--- src/design/bgd_pkg.sv ---
// ----------------------------------------------------------------------------
// bgd_pkg
// Shared types, codes and constants of the button gesture detector.
// ----------------------------------------------------------------------------
package bgd_pkg;

   localparam int TIME_WIDTH  = 32;
   localparam int COUNT_WIDTH = 8;
   localparam int CFG_WIDTH   = 16;
   localparam int PROD_WIDTH  = 2 * CFG_WIDTH;
   localparam int STEP_WIDTH  = $clog2(PROD_WIDTH);
   localparam int ADDR_WIDTH  = 3;
   localparam int CODE_WIDTH  = 3;
   localparam int REQ_DATA_WIDTH = ((1 + TIME_WIDTH + 7) / 8) * 8;
   localparam int RSP_DATA_WIDTH = ((CODE_WIDTH + COUNT_WIDTH + 7) / 8) * 8;

   typedef logic [TIME_WIDTH-1:0]  time_type;
   typedef logic [CFG_WIDTH-1:0]   cfg_type;
   typedef logic [COUNT_WIDTH-1:0] count_type;

   localparam cfg_type DEBOUNCE_RST     = 16'd20;
   localparam cfg_type LONG_PRESS_RST   = 16'd800;
   localparam cfg_type CLICK_WINDOW_RST = 16'd300;

   typedef enum logic [1:0] {
      REQ_SAMPLE  = 2'd0,
      REQ_REPRESS = 2'd1,
      REQ_CLEAR   = 2'd2
   } req_kind_type;

   typedef enum logic [ADDR_WIDTH-1:0] {
      CSR_DEBOUNCE      = 3'd0,
      CSR_LONG_PRESS    = 3'd1,
      CSR_CLICK_WINDOW  = 3'd2,
      CSR_REPEAT_FIRST  = 3'd3,
      CSR_REPEAT_LAST   = 3'd4,
      CSR_REPEAT_RAMP   = 3'd5
   } csr_index_type;

   typedef enum logic [CODE_WIDTH-1:0] {
      GEST_NONE     = 3'd0,
      GEST_SINGLE   = 3'd1,
      GEST_MULTI    = 3'd2,
      GEST_LONG     = 3'd3,
      GEST_REPEAT   = 3'd4,
      GEST_RELEASED = 3'd5
   } gesture_type;

   typedef enum logic [2:0] {
      ST_IDLE,
      ST_EVAL,
      ST_MUL,
      ST_DIV,
      ST_COMMIT
   } ctrl_state_type;

   typedef struct packed {
      logic load;
      logic eval;
      logic mul;
      logic div_step;
      logic commit;
   } bgd_cmd_type;

   typedef struct packed {
      logic is_sample;
      logic need_div;
      logic out_free;
   } bgd_sts_type;

endpackage

--- src/design/bgd_datapath.sv ---
// ----------------------------------------------------------------------------
// bgd_datapath
// Debounce, long press timer, click window, serial repeat period divider,
// configuration registers and result register.
// ----------------------------------------------------------------------------
module bgd_datapath
   import bgd_pkg::*;
(
   input  logic                      clock,
   input  logic                      reset,
   input  logic                      csr_valid,
   input  logic                      csr_ready,
   input  logic [ADDR_WIDTH-1:0]     csr_addr,
   input  logic [CFG_WIDTH-1:0]      csr_data,
   input  logic [1:0]                req_tuser,
   input  logic [REQ_DATA_WIDTH-1:0] req_tdata,
   input  bgd_cmd_type               cmd,
   output bgd_sts_type               sts,
   input  logic                      rsp_tready,
   output logic                      rsp_tvalid,
   output logic                      rsp_tuser,
   output logic [RSP_DATA_WIDTH-1:0] rsp_tdata
);

   localparam count_type CLICK_MAX = '1;

   cfg_type debounce_ff, long_press_ff, click_window_ff;
   cfg_type rep_first_ff, rep_last_ff, rep_ramp_ff;

   logic [1:0] kind_ff, kind_in;
   logic       raw_ff, raw_in;
   time_type   now_ff, now_in;

   logic       last_raw_ff, last_raw_in;
   time_type   raw_change_time_ff, raw_change_time_in;
   logic       stable_level_ff, stable_level_in;
   logic       hold_timer_prev_ff, hold_timer_prev_in;
   time_type   hold_start_time_ff, hold_start_time_in;
   logic       press_edge_prev_ff, press_edge_prev_in;
   logic       hold_fire_prev_ff, hold_fire_prev_in;
   count_type  clicks_ff, clicks_in;
   time_type   window_open_time_ff, window_open_time_in;
   logic       window_open_ff, window_open_in;
   logic       long_active_ff, long_active_in;
   time_type   last_repeat_time_ff, last_repeat_time_in;
   time_type   long_begin_time_ff, long_begin_time_in;
   logic       wait_release_ff, wait_release_in;

   logic       st_ff, st_in;
   logic       rise_ff, rise_in;
   logic       ledge_ff, ledge_in;
   logic       ramp_in_ff, ramp_in_in;
   cfg_type    elapsed_ff, elapsed_in;

   logic [PROD_WIDTH-1:0] quo_ff, quo_in;
   cfg_type               rem_ff, rem_in;

   logic        rsp_valid_ff, rsp_valid_in;
   gesture_type code_ff, code_in;
   logic        cv_ff, cv_in;
   count_type   total_ff, total_in;

   // sample evaluation terms
   time_type  rct_c, hst_c, elapsed_c;
   logic      stable_c, hold_done_c, ramp_range_c;

   // divider and commit terms
   cfg_type                diff_c, period_c;
   logic [PROD_WIDTH-1:0]  prod_c;
   logic [CFG_WIDTH:0]     trial_c, trial_sub_c;
   logic                   trial_ge_c, descend_c, repeat_hit_c, window_due_c;

   always_ff @(posedge clock) begin
      if (reset) begin
         debounce_ff     <= DEBOUNCE_RST;
         long_press_ff   <= LONG_PRESS_RST;
         click_window_ff <= CLICK_WINDOW_RST;
         rep_first_ff    <= '0;
         rep_last_ff     <= '0;
         rep_ramp_ff     <= '0;
      end else if (csr_valid && csr_ready) begin
         unique case (csr_addr)
            CSR_DEBOUNCE:     debounce_ff     <= csr_data;
            CSR_LONG_PRESS:   long_press_ff   <= csr_data;
            CSR_CLICK_WINDOW: click_window_ff <= csr_data;
            CSR_REPEAT_FIRST: rep_first_ff    <= csr_data;
            CSR_REPEAT_LAST:  rep_last_ff     <= csr_data;
            CSR_REPEAT_RAMP:  rep_ramp_ff     <= csr_data;
            default: ;
         endcase
      end
   end

   // debounce and on-delay timer
   always_comb begin
      rct_c        = (raw_ff != last_raw_ff) ? now_ff : raw_change_time_ff;
      stable_c     = ((now_ff - rct_c) >= TIME_WIDTH'(debounce_ff)) ? raw_ff
                                                                    : stable_level_ff;
      hst_c        = hold_timer_prev_ff ? hold_start_time_ff : now_ff;
      hold_done_c  = stable_c && ((now_ff - hst_c) >= TIME_WIDTH'(long_press_ff));
      elapsed_c    = now_ff - long_begin_time_ff;
      ramp_range_c = (rep_ramp_ff != '0) && (elapsed_c < TIME_WIDTH'(rep_ramp_ff));
   end

   // repeat period ramp
   always_comb begin
      descend_c    = rep_first_ff >= rep_last_ff;
      diff_c       = descend_c ? (rep_first_ff - rep_last_ff) : (rep_last_ff - rep_first_ff);
      prod_c       = PROD_WIDTH'(diff_c) * PROD_WIDTH'(elapsed_ff);
      trial_c      = {rem_ff, quo_ff[PROD_WIDTH-1]};
      trial_sub_c  = trial_c - {1'b0, rep_ramp_ff};
      trial_ge_c   = trial_c >= {1'b0, rep_ramp_ff};
      if (!ramp_in_ff) begin
         period_c = rep_last_ff;
      end else if (descend_c) begin
         period_c = rep_first_ff - quo_ff[CFG_WIDTH-1:0];
      end else begin
         period_c = rep_first_ff + quo_ff[CFG_WIDTH-1:0];
      end
      repeat_hit_c = (now_ff - last_repeat_time_ff) >= TIME_WIDTH'(period_c);
      window_due_c = (now_ff - window_open_time_ff) >= TIME_WIDTH'(click_window_ff);
   end

   always_comb begin
      sts.is_sample = kind_ff == REQ_SAMPLE;
      sts.need_div  = ramp_range_c && stable_c && long_active_ff && (rep_first_ff != '0);
      sts.out_free  = !rsp_valid_ff || rsp_tready;
   end

   always_comb begin
      kind_in             = kind_ff;
      raw_in              = raw_ff;
      now_in              = now_ff;
      last_raw_in         = last_raw_ff;
      raw_change_time_in  = raw_change_time_ff;
      stable_level_in     = stable_level_ff;
      hold_timer_prev_in  = hold_timer_prev_ff;
      hold_start_time_in  = hold_start_time_ff;
      press_edge_prev_in  = press_edge_prev_ff;
      hold_fire_prev_in   = hold_fire_prev_ff;
      clicks_in           = clicks_ff;
      window_open_time_in = window_open_time_ff;
      window_open_in      = window_open_ff;
      long_active_in      = long_active_ff;
      last_repeat_time_in = last_repeat_time_ff;
      long_begin_time_in  = long_begin_time_ff;
      wait_release_in     = wait_release_ff;
      st_in               = st_ff;
      rise_in             = rise_ff;
      ledge_in            = ledge_ff;
      ramp_in_in          = ramp_in_ff;
      elapsed_in          = elapsed_ff;
      quo_in              = quo_ff;
      rem_in              = rem_ff;
      rsp_valid_in        = rsp_valid_ff && !rsp_tready;
      code_in             = code_ff;
      cv_in               = cv_ff;
      total_in            = total_ff;

      if (cmd.load) begin
         kind_in = req_tuser;
         raw_in  = req_tdata[0];
         now_in  = req_tdata[TIME_WIDTH:1];
      end

      if (cmd.eval) begin
         unique case (kind_ff)
            REQ_SAMPLE: begin
               last_raw_in        = raw_ff;
               raw_change_time_in = rct_c;
               hold_timer_prev_in = stable_c;
               if (stable_c) begin
                  hold_start_time_in = hst_c;
               end
               press_edge_prev_in = stable_c;
               hold_fire_prev_in  = hold_done_c;
               stable_level_in    = stable_c;
               st_in              = stable_c;
               rise_in            = stable_c && !press_edge_prev_ff;
               ledge_in           = hold_done_c && !hold_fire_prev_ff;
               ramp_in_in         = ramp_range_c;
               elapsed_in         = elapsed_c[CFG_WIDTH-1:0];
            end
            REQ_REPRESS: begin
               wait_release_in = 1'b1;
               window_open_in  = 1'b0;
               clicks_in       = '0;
               long_active_in  = 1'b0;
            end
            REQ_CLEAR: begin
               last_raw_in         = 1'b0;
               raw_change_time_in  = '0;
               stable_level_in     = 1'b0;
               hold_timer_prev_in  = 1'b0;
               hold_start_time_in  = '0;
               press_edge_prev_in  = 1'b0;
               hold_fire_prev_in   = 1'b0;
               clicks_in           = '0;
               window_open_time_in = '0;
               window_open_in      = 1'b0;
               long_active_in      = 1'b0;
               last_repeat_time_in = '0;
               long_begin_time_in  = '0;
               wait_release_in     = 1'b0;
            end
            default: ;
         endcase
      end

      if (cmd.mul) begin
         quo_in = prod_c;
         rem_in = '0;
      end

      if (cmd.div_step) begin
         rem_in = trial_ge_c ? trial_sub_c[CFG_WIDTH-1:0] : trial_c[CFG_WIDTH-1:0];
         quo_in = {quo_ff[PROD_WIDTH-2:0], trial_ge_c};
      end

      if (cmd.commit) begin
         rsp_valid_in = 1'b1;
         code_in      = GEST_NONE;
         cv_in        = 1'b0;
         total_in     = '0;
         if (!(wait_release_ff && st_ff)) begin
            wait_release_in = 1'b0;
            if (rise_ff) begin
               if (!window_open_ff) begin
                  window_open_in      = 1'b1;
                  clicks_in           = count_type'(1);
                  window_open_time_in = now_ff;
                  long_active_in      = 1'b0;
               end else if (clicks_ff != CLICK_MAX) begin
                  clicks_in = clicks_ff + count_type'(1);
               end
            end
            priority if (ledge_ff) begin
               long_active_in      = 1'b1;
               clicks_in           = '0;
               window_open_in      = 1'b0;
               last_repeat_time_in = now_ff;
               long_begin_time_in  = now_ff;
               code_in             = GEST_LONG;
               cv_in               = 1'b1;
            end else if (long_active_in && st_ff && (rep_first_ff != '0) && repeat_hit_c) begin
               last_repeat_time_in = now_ff;
               code_in             = GEST_REPEAT;
            end else if (long_active_in && !st_ff) begin
               long_active_in = 1'b0;
               code_in        = GEST_RELEASED;
            end else if (window_open_in && window_due_c && !st_ff) begin
               if (!long_active_in && (clicks_in == count_type'(1))) begin
                  code_in = GEST_SINGLE;
               end else if (!long_active_in && (clicks_in != '0)) begin
                  code_in = GEST_MULTI;
               end
               cv_in          = 1'b1;
               total_in       = clicks_in;
               window_open_in = 1'b0;
               clicks_in      = '0;
               long_active_in = 1'b0;
            end else begin
            end
         end
      end
   end

   always_ff @(posedge clock) begin
      if (reset) begin
         last_raw_ff         <= 1'b0;
         raw_change_time_ff  <= '0;
         stable_level_ff     <= 1'b0;
         hold_timer_prev_ff  <= 1'b0;
         hold_start_time_ff  <= '0;
         press_edge_prev_ff  <= 1'b0;
         hold_fire_prev_ff   <= 1'b0;
         clicks_ff           <= '0;
         window_open_time_ff <= '0;
         window_open_ff      <= 1'b0;
         long_active_ff      <= 1'b0;
         last_repeat_time_ff <= '0;
         long_begin_time_ff  <= '0;
         wait_release_ff     <= 1'b0;
         rsp_valid_ff        <= 1'b0;
      end else begin
         last_raw_ff         <= last_raw_in;
         raw_change_time_ff  <= raw_change_time_in;
         stable_level_ff     <= stable_level_in;
         hold_timer_prev_ff  <= hold_timer_prev_in;
         hold_start_time_ff  <= hold_start_time_in;
         press_edge_prev_ff  <= press_edge_prev_in;
         hold_fire_prev_ff   <= hold_fire_prev_in;
         clicks_ff           <= clicks_in;
         window_open_time_ff <= window_open_time_in;
         window_open_ff      <= window_open_in;
         long_active_ff      <= long_active_in;
         last_repeat_time_ff <= last_repeat_time_in;
         long_begin_time_ff  <= long_begin_time_in;
         wait_release_ff     <= wait_release_in;
         rsp_valid_ff        <= rsp_valid_in;
      end
   end

   always_ff @(posedge clock) begin
      kind_ff    <= kind_in;
      raw_ff     <= raw_in;
      now_ff     <= now_in;
      st_ff      <= st_in;
      rise_ff    <= rise_in;
      ledge_ff   <= ledge_in;
      ramp_in_ff <= ramp_in_in;
      elapsed_ff <= elapsed_in;
      quo_ff     <= quo_in;
      rem_ff     <= rem_in;
      code_ff    <= code_in;
      cv_ff      <= cv_in;
      total_ff   <= total_in;
   end

   assign rsp_tvalid = rsp_valid_ff;
   assign rsp_tuser  = cv_ff;
   assign rsp_tdata  = RSP_DATA_WIDTH'({total_ff, code_ff});

   a_clicks_track_window: assert property (@(posedge clock) disable iff (reset)
      (clicks_ff != '0) == window_open_ff)
      else $error("click count and window flag disagree");

   a_repress_quiet: assert property (@(posedge clock) disable iff (reset)
      wait_release_ff |-> (!long_active_ff && !window_open_ff))
      else $error("gesture state active while waiting for release");

   a_total_only_when_valid: assert property (@(posedge clock) disable iff (reset)
      (rsp_valid_ff && !cv_ff) |-> (total_ff == '0))
      else $error("click total set without count valid");

   a_divisor_nonzero: assert property (@(posedge clock) disable iff (reset)
      cmd.div_step |-> (rep_ramp_ff != '0))
      else $error("divider running with zero ramp time");

endmodule

--- src/design/bgd_ctrl.sv ---
// ----------------------------------------------------------------------------
// bgd_ctrl
// Sequencer: accept, evaluate; a sample may multiply, serial divide, commit.
// ----------------------------------------------------------------------------
module bgd_ctrl
   import bgd_pkg::*;
(
   input  logic        clock,
   input  logic        reset,
   input  logic        req_tvalid,
   output logic        req_tready,
   input  bgd_sts_type sts,
   output bgd_cmd_type cmd
);

   localparam logic [STEP_WIDTH-1:0] LAST_STEP = STEP_WIDTH'(PROD_WIDTH - 1);

   ctrl_state_type state_ff, state_in;
   logic [STEP_WIDTH-1:0] step_ff, step_in;

   always_comb begin
      state_in = state_ff;
      unique case (state_ff)
         ST_IDLE: begin
            if (req_tvalid) begin
               state_in = ST_EVAL;
            end
         end
         ST_EVAL: begin
            priority if (!sts.is_sample) begin
               state_in = ST_IDLE;
            end else if (sts.need_div) begin
               state_in = ST_MUL;
            end else begin
               state_in = ST_COMMIT;
            end
         end
         ST_MUL: state_in = ST_DIV;
         ST_DIV: begin
            if (step_ff == LAST_STEP) begin
               state_in = ST_COMMIT;
            end
         end
         ST_COMMIT: begin
            if (sts.out_free) begin
               state_in = ST_IDLE;
            end
         end
         default: state_in = ST_IDLE;
      endcase
   end

   always_comb begin
      req_tready   = 1'b0;
      cmd          = '0;
      step_in      = step_ff;
      unique case (state_ff)
         ST_IDLE: begin
            req_tready = 1'b1;
            cmd.load   = req_tvalid;
         end
         ST_EVAL:  cmd.eval = 1'b1;
         ST_MUL: begin
            cmd.mul = 1'b1;
            step_in = '0;
         end
         ST_DIV: begin
            cmd.div_step = 1'b1;
            step_in      = step_ff + STEP_WIDTH'(1);
         end
         ST_COMMIT: cmd.commit = sts.out_free;
         default: ;
      endcase
   end

   always_ff @(posedge clock) begin
      if (reset) begin
         state_ff <= ST_IDLE;
         step_ff  <= '0;
      end else begin
         state_ff <= state_in;
         step_ff  <= step_in;
      end
   end

   a_mul_enters_div: assert property (@(posedge clock) disable iff (reset)
      (state_ff == ST_MUL) |=> (state_ff == ST_DIV && step_ff == '0))
      else $error("divider not started from step zero");

   a_commit_waits: assert property (@(posedge clock) disable iff (reset)
      (state_ff == ST_COMMIT && !sts.out_free) |=> (state_ff == ST_COMMIT))
      else $error("result dropped while output busy");

   a_div_length: assert property (@(posedge clock) disable iff (reset)
      (state_ff == ST_COMMIT && $past(state_ff) == ST_DIV) |-> ($past(step_ff) == LAST_STEP))
      else $error("divider left early");

endmodule

--- src/design/button_gesture_detector.sv ---
// ----------------------------------------------------------------------------
// button_gesture_detector
// Click, multi click and long press detector for one debounced push button.
// ----------------------------------------------------------------------------
// req channel: one transfer per timestamped item; tuser is the request kind
// (sample tick, require repress, clear), tdata carries raw level and time.
// rsp channel: one transfer per sample tick with the gesture code, and in
// tuser a flag marking a valid click total. Commands give no transfer.
// csr channel: register index and 16-bit value, always ready; write only
// while no item is in flight.
// A sample is accepted, evaluated and committed; while a long press is held
// inside the repeat ramp it also passes a 16x16 multiply and a 32-step
// serial divider for the repeat period. A command is only evaluated.
// A new item is taken once a command has been evaluated or a sample has
// reached the result register. If the receiver stalls, the result waits
// there and the next sample waits before commit, so nothing is lost.
// Reset restores the register defaults and clears all gesture state.
// ----------------------------------------------------------------------------
module button_gesture_detector
   import bgd_pkg::*;
(
   input  logic                      clock,
   input  logic                      reset,
   input  logic                      req_tvalid,
   output logic                      req_tready,
   input  logic [1:0]                req_tuser,   // req_type
   input  logic [REQ_DATA_WIDTH-1:0] req_tdata,   // raw_level, time_ms, zero pad
   output logic                      rsp_tvalid,
   input  logic                      rsp_tready,
   output logic                      rsp_tuser,   // count_valid
   output logic [RSP_DATA_WIDTH-1:0] rsp_tdata,   // gesture_code, click_total, zero pad
   input  logic                      csr_valid,
   output logic                      csr_ready,
   input  logic [ADDR_WIDTH-1:0]     csr_addr,
   input  logic [CFG_WIDTH-1:0]      csr_data
);

   bgd_cmd_type cmd;
   bgd_sts_type sts;

   assign csr_ready = 1'b1;

   bgd_ctrl u_ctrl (
      .clock      (clock),
      .reset      (reset),
      .req_tvalid (req_tvalid),
      .req_tready (req_tready),
      .sts        (sts),
      .cmd        (cmd)
   );

   bgd_datapath u_datapath (
      .clock      (clock),
      .reset      (reset),
      .csr_valid  (csr_valid),
      .csr_ready  (csr_ready),
      .csr_addr   (csr_addr),
      .csr_data   (csr_data),
      .req_tuser  (req_tuser),
      .req_tdata  (req_tdata),
      .cmd        (cmd),
      .sts        (sts),
      .rsp_tready (rsp_tready),
      .rsp_tvalid (rsp_tvalid),
      .rsp_tuser  (rsp_tuser),
      .rsp_tdata  (rsp_tdata)
   );

endmodule
--- config.mk ---
export PLATFORM = sky130hd
export DESIGN_NAME = button_gesture_detector
export DESIGN_NICKNAME = d
export VERILOG_FILES = /design/src/design/bgd_pkg.sv /design/src/design/bgd_datapath.sv /design/src/design/bgd_ctrl.sv /design/src/design/button_gesture_detector.sv
export SDC_FILE = /design/constraint.sdc
export NUM_CORES = 2
export LEC_CHECK = 0
export BUFFER_PORTS_ARGS = -buffer_cell sky130_fd_sc_hd__buf_2
export CAP_MARGIN = 10
export CORE_MARGIN = 5
export CORE_UTILIZATION = 30
export CTS_CLUSTER_SIZE = 28
export DETAILED_ROUTE_END_ITERATION = 16
export GPL_ROUTABILITY_DRIVEN = 0
export HOLD_SLACK_MARGIN = 0.05
export PLACE_DENSITY = 0.42
export SYNTH_ARGS = -nofsm -noshare
export SYNTH_HDL_FRONTEND = slang
export SYNTH_SLANG_ARGS = --single-unit
--- constraint.sdc ---
create_clock -name clock -period 15 [get_ports clock]
set_clock_uncertainty 0.2 [all_clocks]
set_input_delay 0.75 -clock clock [delete_from_list [all_inputs] [get_ports clock]]
set_output_delay 0.75 -clock clock [all_outputs]
set_load 0.005 [all_outputs]
==> summary.md <==
| Metric | Value |
|---|---|
| RSZ-0062 raised after global routing | `false` |
| Share of cells above drive strength 1 | `0.06294` |
| Grt total ovfl | `0` |
| First-pass GRT wire length | `about 190000 µm` |
| Reg clk slew, reported paths | `0.06 ns` |
| Initial antenna violation count | `8` |
| Peak VDD IR | `approximately 0.37 mV` |
| Post-synthesis adder-cell area fraction | `0.2417` |
| Most used DFF post-synth | `dfxtp_1` |
| Post-CTS sizing | `0` |
| Main combinational cell family by area after synthesis | `adder cells` |
| Post-synthesis mux area share | `0.02672` |
| Part of the power in registers | `0.160` |
| Worst EP arrival | `11.17 ns` |
| FMAX | `just over 90 MHz` |
| Final setup fails | `0` |
| Compound-gate portion of the synthesized area | `0.1945` |
| Post-Syn Instances | `4611` |
| Vias in the first global route | `32120` |
| Internal | `around 4.8 mW` |
| DR WL/cell | `slightly below 20 µm` |
| Synthesized area | `between 30000 and 40000 µm²` |
| Via count | `31940` |
| Total setup buffers inserted after CTS | `0` |
| Drt first pass iters | `5` |
| Worst r2r dst | `u_datapath.quo_ff[29]$_DFFE_PP_` |
| CTS Hold Bufs | `0` |
| H-tree depth | `2` |
| Netlist cell types | `just under 100` |
| DR vias/cell | `5.077` |
| Status | `finished, final reports clean` |
| Number of synthesized flops with an enable pin | `~120` |
| Slew margin rel. | `0.1754` |
| Post-Synth Simple-Gate Area | `0.1819` |
| Cell row count | `130` |
| Num CTS Buffers | `49` |
| Ports | `86` |
| Synthesized area per cell | `8.216 µm²` |
| Net Sw Frac | `0.4594` |
| Crit end category | `flip-flop` |
| Worst min path class | `in -> reg` |
| CP required | `15.12 ns` |
| Critical path class | `reg -> reg` |
| Largest net degree at the start of global routing | `147` |
| Hold_ws | `0.1125 ns` |
| Crit path time final | `11.05 ns` |
| # DRC | `0` |
| P_leak | `17.06 nW` |
| Sequential fraction of the synthesis area | `0.2386` |
| Detail Placement HPWL | `93670 µm` |
| Crit path buf inv count | `8` |
| Core ar. | `125600 µm²` |
| Combinational fraction of design power | `0.702` |
| Post-Synth XOR/XNOR Area | `0.04277` |
| Die area | `133500 µm²` |
| Reg2reg start | `u_datapath.rep_first_ff[0]$_SDFFE_PP0P_` |
| Clock latency on the worst-skew pair | `between 0.6 and 0.7 ns` |
| Pwr/cell area | `212.0 nW/µm²` |
| Max Cap Viol | `0` |
| CP max stage delay | `0.63 ns` |
| Effective utilization at floorplan | `0.3017` |
| FF+latch count, synth | `between 300 and 400` |
| Family with the most delay on the worst path | `adder cells` |
| Max Used Layer | `met5` |
| CP Launch Type | `flip-flop` |
| Gr usage total | `0.1836` |
| FF-to-FF setup slack | `about 4.0 ns` |
| TNS Setup | `0 ns` |
| Clock network fraction of total power | `0.137` |
| Slowest CP cell | `a2111oi_0` |
| PortBufs | `72` |
| CTS Buffer Depth | `3` |
| Final max-slew violation count | `0` |
| Most frequent CP cell | `fa_1` |
| Die height | `365.4 µm` |
| Fill cells | `13430` |
| Iter 0 DRT Violations | `1953` |
| P&R area growth vs syn | `10.01%` |
| Period utilisation layout | `0.7364` |
| Wire length on met1 | `59070 µm` |
| Sw power | `about 4.1 mW` |
| WHS Endpoint | `u_datapath.now_ff[29]$_DFFE_PP_` |
| Min-Delay Startpoint | `req_tdata[30]` |
| Final WL | `123700 µm` |
| Slew at the pin closest to its max-slew limit | `~1.2 ns` |
| Clock sink total | `between 300 and 400` |
| Final Hold Viols | `0` |
| CTS Root Cell | `clkbuf_16` |
| Met2 wire length | `55880 µm` |
| NumNets Final | `approximately 5300` |
| Crit path max fanout | `28` |
| Final ANT Viol Nets | `0` |
| Ys async rst share | `0` |
| CTS tree | `built` |
| Synth Warn # | `0` |
| Min-Delay Path Depth | `1` |
| Die W | `365.4 µm` |
| Cell count of the worst reg-to-reg path | `39` |
| Met3 WL post-DR | `4730 µm` |
-- flip-flops by register name, summed over array words and instances, names as in the netlist, 2 cells and up --
name,flops
u_datapath.click_window_ff,16
u_datapath.rep_first_ff,16
u_ctrl.state_ff,3
u_datapath.now_ff,32
u_datapath.rem_ff,16
u_datapath.elapsed_ff,16
u_datapath.kind_ff,2
u_datapath.long_press_ff,16
u_datapath.raw_change_time_ff,32
u_datapath.debounce_ff,16
u_datapath.quo_ff,32
u_datapath.clicks_ff,8
u_datapath.total_ff,8
u_datapath.rep_ramp_ff,16
u_ctrl.step_ff,5
u_datapath.code_ff,3
u_datapath.window_open_time_ff,32
u_datapath.long_begin_time_ff,32
u_datapath.last_repeat_time_ff,32
u_datapath.rep_last_ff,16
u_datapath.hold_start_time_ff,32
-- synthesized netlist by cell type (all sizes together) (52+ instances only) --
cell	n	area share
inv	521	0.052
a21o	108	0.021
fa	203	0.11
xnor2	110	0.025
nor2	286	0.029
nand4	56	0.0094
clkbuf	154	0.015
o21ai	186	0.025
a21oi	438	0.058
nand3	144	0.019
nand2	586	0.058
nor2b	52	0.0086
ha	407	0.13
o2bb2ai	63	0.016
dfxtp	279	0.15
xor2	75	0.017
nor3	56	0.0074
mux2i	86	0.023
edfxtp	115	0.091
and2	123	0.020
-- worst max path at each step --
stage                                            startpoint                               to  slack (ns)  depth (start not counted)
floorplan           u_datapath.rep_first_ff[0]$_SDFFE_PP0P_  u_datapath.quo_ff[29]$_DFFE_PP_        5.36                         38
global placement    u_datapath.rep_first_ff[0]$_SDFFE_PP0P_  u_datapath.quo_ff[29]$_DFFE_PP_        3.87                         39
detailed placement  u_datapath.rep_first_ff[0]$_SDFFE_PP0P_  u_datapath.quo_ff[29]$_DFFE_PP_        3.89                         39
CTS                 u_datapath.rep_first_ff[0]$_SDFFE_PP0P_  u_datapath.quo_ff[29]$_DFFE_PP_        3.84                         39
global route         u_datapath.rep_last_ff[1]$_SDFFE_PP0P_  u_datapath.quo_ff[29]$_DFFE_PP_        3.16                         36
finish              u_datapath.rep_first_ff[0]$_SDFFE_PP0P_  u_datapath.quo_ff[29]$_DFFE_PP_        3.95                         39
-- cell type report --
class,instances,area [µm²],area share
well taps,1650,2064,0.04953
repair buffers,132,829.5,0.01990
diodes,2,5.005,0.0001201
flip-flops and latches,394,9040,0.2169
clock buffers,71,1475,0.03539
clock inverters,21,151.4,0.003632
multi-input cells,3500,26160,0.6276
inverters,521,1956,0.04692
-- layout by cell type, fill, tap and decap left out, types with 43 or more instances in the layout --
| master | Yosys | layout |
|---|---|---|
| nand2_1 | 586 | 584 |
| inv_1 | 521 | 520 |
| a21oi_1 | 436 | 436 |
| ha_1 | 407 | 407 |
| nor2_1 | 285 | 283 |
| dfxtp_1 | 279 | 278 |
| fa_1 | 203 | 203 |
| o21ai_0 | 166 | 166 |
| nand3_1 | 143 | 143 |
| and2_1 | 123 | 122 |
| edfxtp_1 | 115 | 115 |
| xnor2_1 | 110 | 109 |
| a21o_1 | 108 | 108 |
| mux2i_1 | 85 | 85 |
| xor2_1 | 75 | 71 |
| buf_2 | 23 | 71 |
| buf_4 | 8 | 59 |
| nand4_1 | 55 | 55 |
| nor3_1 | 56 | 55 |
| o2bb2ai_1 | 53 | 53 |
| clkbuf_16 | 0 | 53 |
| nor2b_1 | 52 | 52 |
| o21a_1 | 43 | 43 |
-- power groups by stage --
| stage | clock (mW) | sequential [mW] | combinational (mW) |
|---|---|---|---|
| floorplan | 0 | 1.43 | 4.74 |
| global placement | 0 | 1.44 | 6.31 |
| detailed placement | 0 | 1.44 | 6.29 |
| CTS | 1.27 | 1.42 | 6.35 |
| global route | 1.30 | 1.42 | 7.22 |
| finish | 1.21 | 1.42 | 6.20 |
-- per-layer routing --
| layer | track usage | up-vias |
|---|---|---|
| li1 | - | 15910 |
| met1 | 0.2547 | 15380 |
| met2 | 0.3002 | 503 |
| met3 | 0.02189 | 143 |
| met4 | 0.05506 | 2 |
| met5 | 0 | - |
-- worst reg2reg max path: cells and delay by family (launching register included) --
kind	cells	cell delay, ns
flops	1	0.35
buf+inv	8	1.03
fa+ha+maj	9	4.03
simple gates	3	0.65
xor+xnor	2	0.24
compound gates	16	3.88
mux	1	0.41
-- logic make-up after synthesis --
| family | after synthesis |
|---|---|
| AOI/OAI and AO/OA | 1133 |
| xor gates and xnor gates | 185 |
| adders and majority gates | 610 |
| buffers and inverters | 721 |
| DFF | 394 |
| muxes | 98 |
| other | 2 |
| and+or+nand+nor | 1468 |
-- metrics by stage --
step	power, mW	setup WS [ns]	cell area (µm²)	instances	util
CTS	9.037	3.842	41670	6289	0.3319
global route	9.931	3.164	41670	6289	0.3319
finish	8.835	3.954	41680	6291	0.3319
global placement	7.751	3.870	40050	6197	0.3189
detailed placement	7.724	3.890	40050	6197	0.3189
floorplan	6.166	5.359	37900	4615	-
No activity file was read; power rests on OpenSTA's default activity.
